File: config.mk
export PLATFORM = sky130hd
export DESIGN_NAME = scmel_sqrt
export DESIGN_NICKNAME = d
export VERILOG_FILES = /design/src/rtl/core/scmel_sqrt.sv
export SDC_FILE = /design/constraint.sdc
export NUM_CORES = 1
export LEC_CHECK = 0
export BUFFER_PORTS_ARGS = -buffer_cell sky130_fd_sc_hd__buf_2
export CAP_MARGIN = 30
export CORE_AREA = 2 2 116 163
export CTS_CLUSTER_SIZE = 30
export DETAILED_ROUTE_END_ITERATION = 10
export DIE_AREA = 0 0 118 165
export PLACE_DENSITY = 0.68
export REMOVE_ABC_BUFFERS = 1
export SLEW_MARGIN = 20
export SYNTH_ARGS = -nofsm -noshare
export SYNTH_HDL_FRONTEND = slang
export SYNTH_SLANG_ARGS = --single-unit
File: constraint.sdc
create_clock -name clk -period 10.7 [get_ports clk]
set_clock_uncertainty 0.2 [all_clocks]
set_input_delay 2.14 -clock clk [delete_from_list [all_inputs] [get_ports clk]]
set_output_delay 2.14 -clock clk [all_outputs]
set_load 0.005 [all_outputs]
File: src/rtl/core/scmel_sqrt.sv
// Bit serial floor square root, one result bit per cycle.
// Depends on nothing.
module scmel_sqrt #(
  parameter int IN_W = 52
) (
  input  logic                clk,
  input  logic                rst,
  input  logic                start,
  input  logic [IN_W-1:0]     radicand,
  output logic                done,
  output logic [IN_W/2-1:0]   root
);
  localparam int RW = IN_W / 2;
  localparam int CW = $clog2(RW + 1);

  logic [IN_W-1:0] rem;
  logic [IN_W-1:0] acc;
  logic [RW-1:0]   q;
  logic [CW-1:0]   cnt;
  logic            busy;
  logic [IN_W+1:0] trial;
  logic [IN_W+1:0] shifted;

  assign shifted = {rem, acc[IN_W-1:IN_W-2]};
  assign trial   = shifted - {{(IN_W-RW){1'b0}}, q, 2'b01};

  always_ff @(posedge clk) begin
    if (rst) begin
      busy <= 1'b0;
      done <= 1'b0;
    end else begin
      done <= 1'b0;
      if (start) begin
        busy <= 1'b1;
        cnt  <= CW'(RW);
        acc  <= radicand;
        rem  <= '0;
        q    <= '0;
      end else if (busy) begin
        acc <= acc << 2;
        if (!trial[IN_W+1]) begin
          rem <= trial[IN_W-1:0];
          q   <= {q[RW-2:0], 1'b1};
        end else begin
          rem <= shifted[IN_W-1:0];
          q   <= {q[RW-2:0], 1'b0};
        end
        cnt <= cnt - 1'b1;
        if (cnt == CW'(1)) begin
          busy <= 1'b0;
          done <= 1'b1;
        end
      end
    end
  end

  assign root = q;
endmodule

==> results_dict.tcl <==
set metrics [dict create \
    synth_top_area_frac 0.508 \
    vdd_drop_max_mv 0.114 \
    clkLatencyLatePin_ns 0.42 \
    postCtsSetupBuffers 0 \
    fp.coreArea_sq_mm 0.0179 \
    final_antenna_net_count 0 \
    clockBufferDepth 2 \
    antenna_found_initial 0 \
    crit_path_max_incr_delay_ns 0.74 \
    dp_hpwl_microns 12100 \
    required_ns 10.55 \
    slew_headroom 0.388 \
    drc_errors 0 \
    synth_area_per_cell_sq_um 10.9 \
    drtIter0Drc 294 \
    tightestPinTransition_ns 0.916 \
    yosys-top-cells-area "edfxtp_1, mux2_2, ha_1" \
    fp.dieW_microns 118 \
    regToRegSetupSlack_ns 6.23 \
    io_buffers 81 \
    synth_edf_count 135 \
    end_kind "flop" \
    grt_pass1_vias 5878 \
    drive_gt1_frac 0.219 \
    dieArea_sq_mm 0.0195 \
    cts_buffers 17 \
    grt_use_total 0.181 \
    ioPinCount 82 \
    synth_cell_types 64 \
    grt-ovfl-total 0 \
    synthFlopType "edfxtp_1" \
    synth_async_sr_flop_share 0 \
    setup_violations 0 \
    slew_viol_final 0 \
    rows 58 \
    min_path_type "reg -> reg" \
    total_power_mw 1.48 \
    cpMostUsedCell "buf_4" \
    cap_viol_max_count 0 \
    synth_top_cell_by_area "edfxtp_1" \
    fin_nets 882 \
    drtPass1Iterations 6 \
    synth-warning-count 0 \
    setup-tns-final_ns 0 \
    cts.sinks 137 \
    grt_first_pass_wirelength_microns 28100 \
    path_clk_slew_ns 0.06 \
    worstSetupPathType "in -> reg" \
    ys_ff_latch 137 \
    routedWlPerCell_microns 16.1 \
    cp-start-kind "input pin" \
    synth_common_cells "edfxtp_1, nor2_1, mux2_2" \
    p_leak_nw 3.53 \
    finalHoldViolations 0 \
    utilization 0.510 \
    vias_per_cell 5.49 \
    cts_resized 0 \
    clock.fmax_ghz 0.190 \
    period_minus_slack_ns 5.25 \
    gp_congestion 0.862 \
    htreeDepth 4 \
    cts_root_buf "clkbuf_16" \
    synthesis.area_sq_mm 0.00798 \
    grt_start_max_net_pins 80 \
    cts_hold_buf 0 \
    fp.dieH_microns 165 \
    cp_max_fo 79 \
    arrival_ns 5.10 \
    initial_core_util 0.445 \
    cts_tree "yes" \
    syn2layout_area_growth_pct 14.5 \
    power_density_mw_per_mm2 162 \
    synth.most_common_cell "edfxtp_1" \
    path_cells "buf_4 > nor2_1 > nor2_4 > buf_4 > buf_4" \
    routed_wirelength_microns 16900 \
    ys_seq_area_frac 0.513 \
    finalCritPeriodShare 0.491 \
    via_count 5768 \
    slowest_stage "nor2_4" \
    syn_inst 729 \
    diodes 0 \
    outcome "complete, no violations" \
    rsz0062_at_grt "false" \
]
flip-flops by register name, indices dropped and copies added, names as in the netlist:
signal  cells
done        1
cnt         5
rem        52
acc        52
busy        1
root       26
logic make-up after synthesis:
group	Yosys count	synth area share
fa+ha+maj	29	0.0455
buf+inv	70	0.0378
compound gates	127	0.104
mux	82	0.113
xor+xnor	26	0.0286
simple gates	258	0.158
flops	137	0.513
critical path, delay by kind of cell:
kind | cells | cell delay (ns)
buffers and inverters | 3 | 1.94
and+or+nand+nor | 2 | 0.95
layer usage:
metal | track usage | vias to the layer above | wire, microns
li1 | - | 2848 | -
met1 | 0.202 | 2785 | 7110
met2 | 0.331 | 113 | 8930
met5 | 0 | - | 0
met4 | 0.0767 | 0 | 320
met3 | 0.0414 | 22 | 567
placed cells by master, fill, tap and decap left out, types with 5 or more instances in the layout:
| cell | synthesis | layout |
|---|---|---|
| nor2_1 | 90 | 89 |
| buf_2 | 4 | 80 |
| nand2_1 | 50 | 50 |
| a21o_1 | 10 | 10 |
| nand3_1 | 14 | 14 |
| o31ai_1 | 5 | 5 |
| mux2i_1 | 17 | 17 |
| nor2b_1 | 17 | 17 |
| inv_1 | 34 | 34 |
| ha_1 | 29 | 29 |
| nor4_1 | 13 | 13 |
| edfxtp_1 | 135 | 135 |
| nand2b_1 | 7 | 7 |
| clkbuf_16 | 0 | 17 |
| a21oi_1 | 47 | 47 |
| nor3_1 | 19 | 19 |
| o21ai_0 | 18 | 18 |
| buf_4 | 1 | 6 |
| xnor2_1 | 18 | 18 |
| and2_1 | 7 | 7 |
| or4_1 | 7 | 7 |
| or3_1 | 10 | 10 |
| mux2_2 | 51 | 51 |
| mux2_1 | 14 | 14 |
| xor2_1 | 8 | 8 |
| nand4_1 | 5 | 5 |
| o21a_1 | 5 | 5 |
| inv_8 | 0 | 6 |
power breakdown:
part           leakage, nW  internal (mW)  total (mW)  switching, mW
clock network        0.289          0.311       0.570          0.258
logic                 1.92          0.105       0.251          0.146
registers             1.32          0.638       0.658         0.0202
cell type report:
cell class | instances | area, sq um
well taps | 240 | 300
fillers | 1649 | 8790
clock buffers | 17 | 425
multi-input cells | 522 | 3590
clock inverters | 15 | 154
flip-flops and latches | 137 | 4090
inverters | 34 | 128
repair buffers | 86 | 445
worst paths after layout:
check,from,end,cells after the start
max,start,rem[13],5
min,busy,done,1
max reg2reg,root[24],rem[33],11
min reg2reg,busy,done,1
through the flow:
step	instance area [sq um]	setup WS, ns	instances	hold WS [ns]
after CTS	9130	5.36	1051	0.340
after floorplan	7800	2.02	693	0.296
after global placement	8550	4.91	1019	0.328
final	9130	5.45	1051	0.338
after global routing	9130	5.13	1051	0.362
after detailed placement	8550	4.87	1019	0.327
Power figures use the tool's default switching activity.
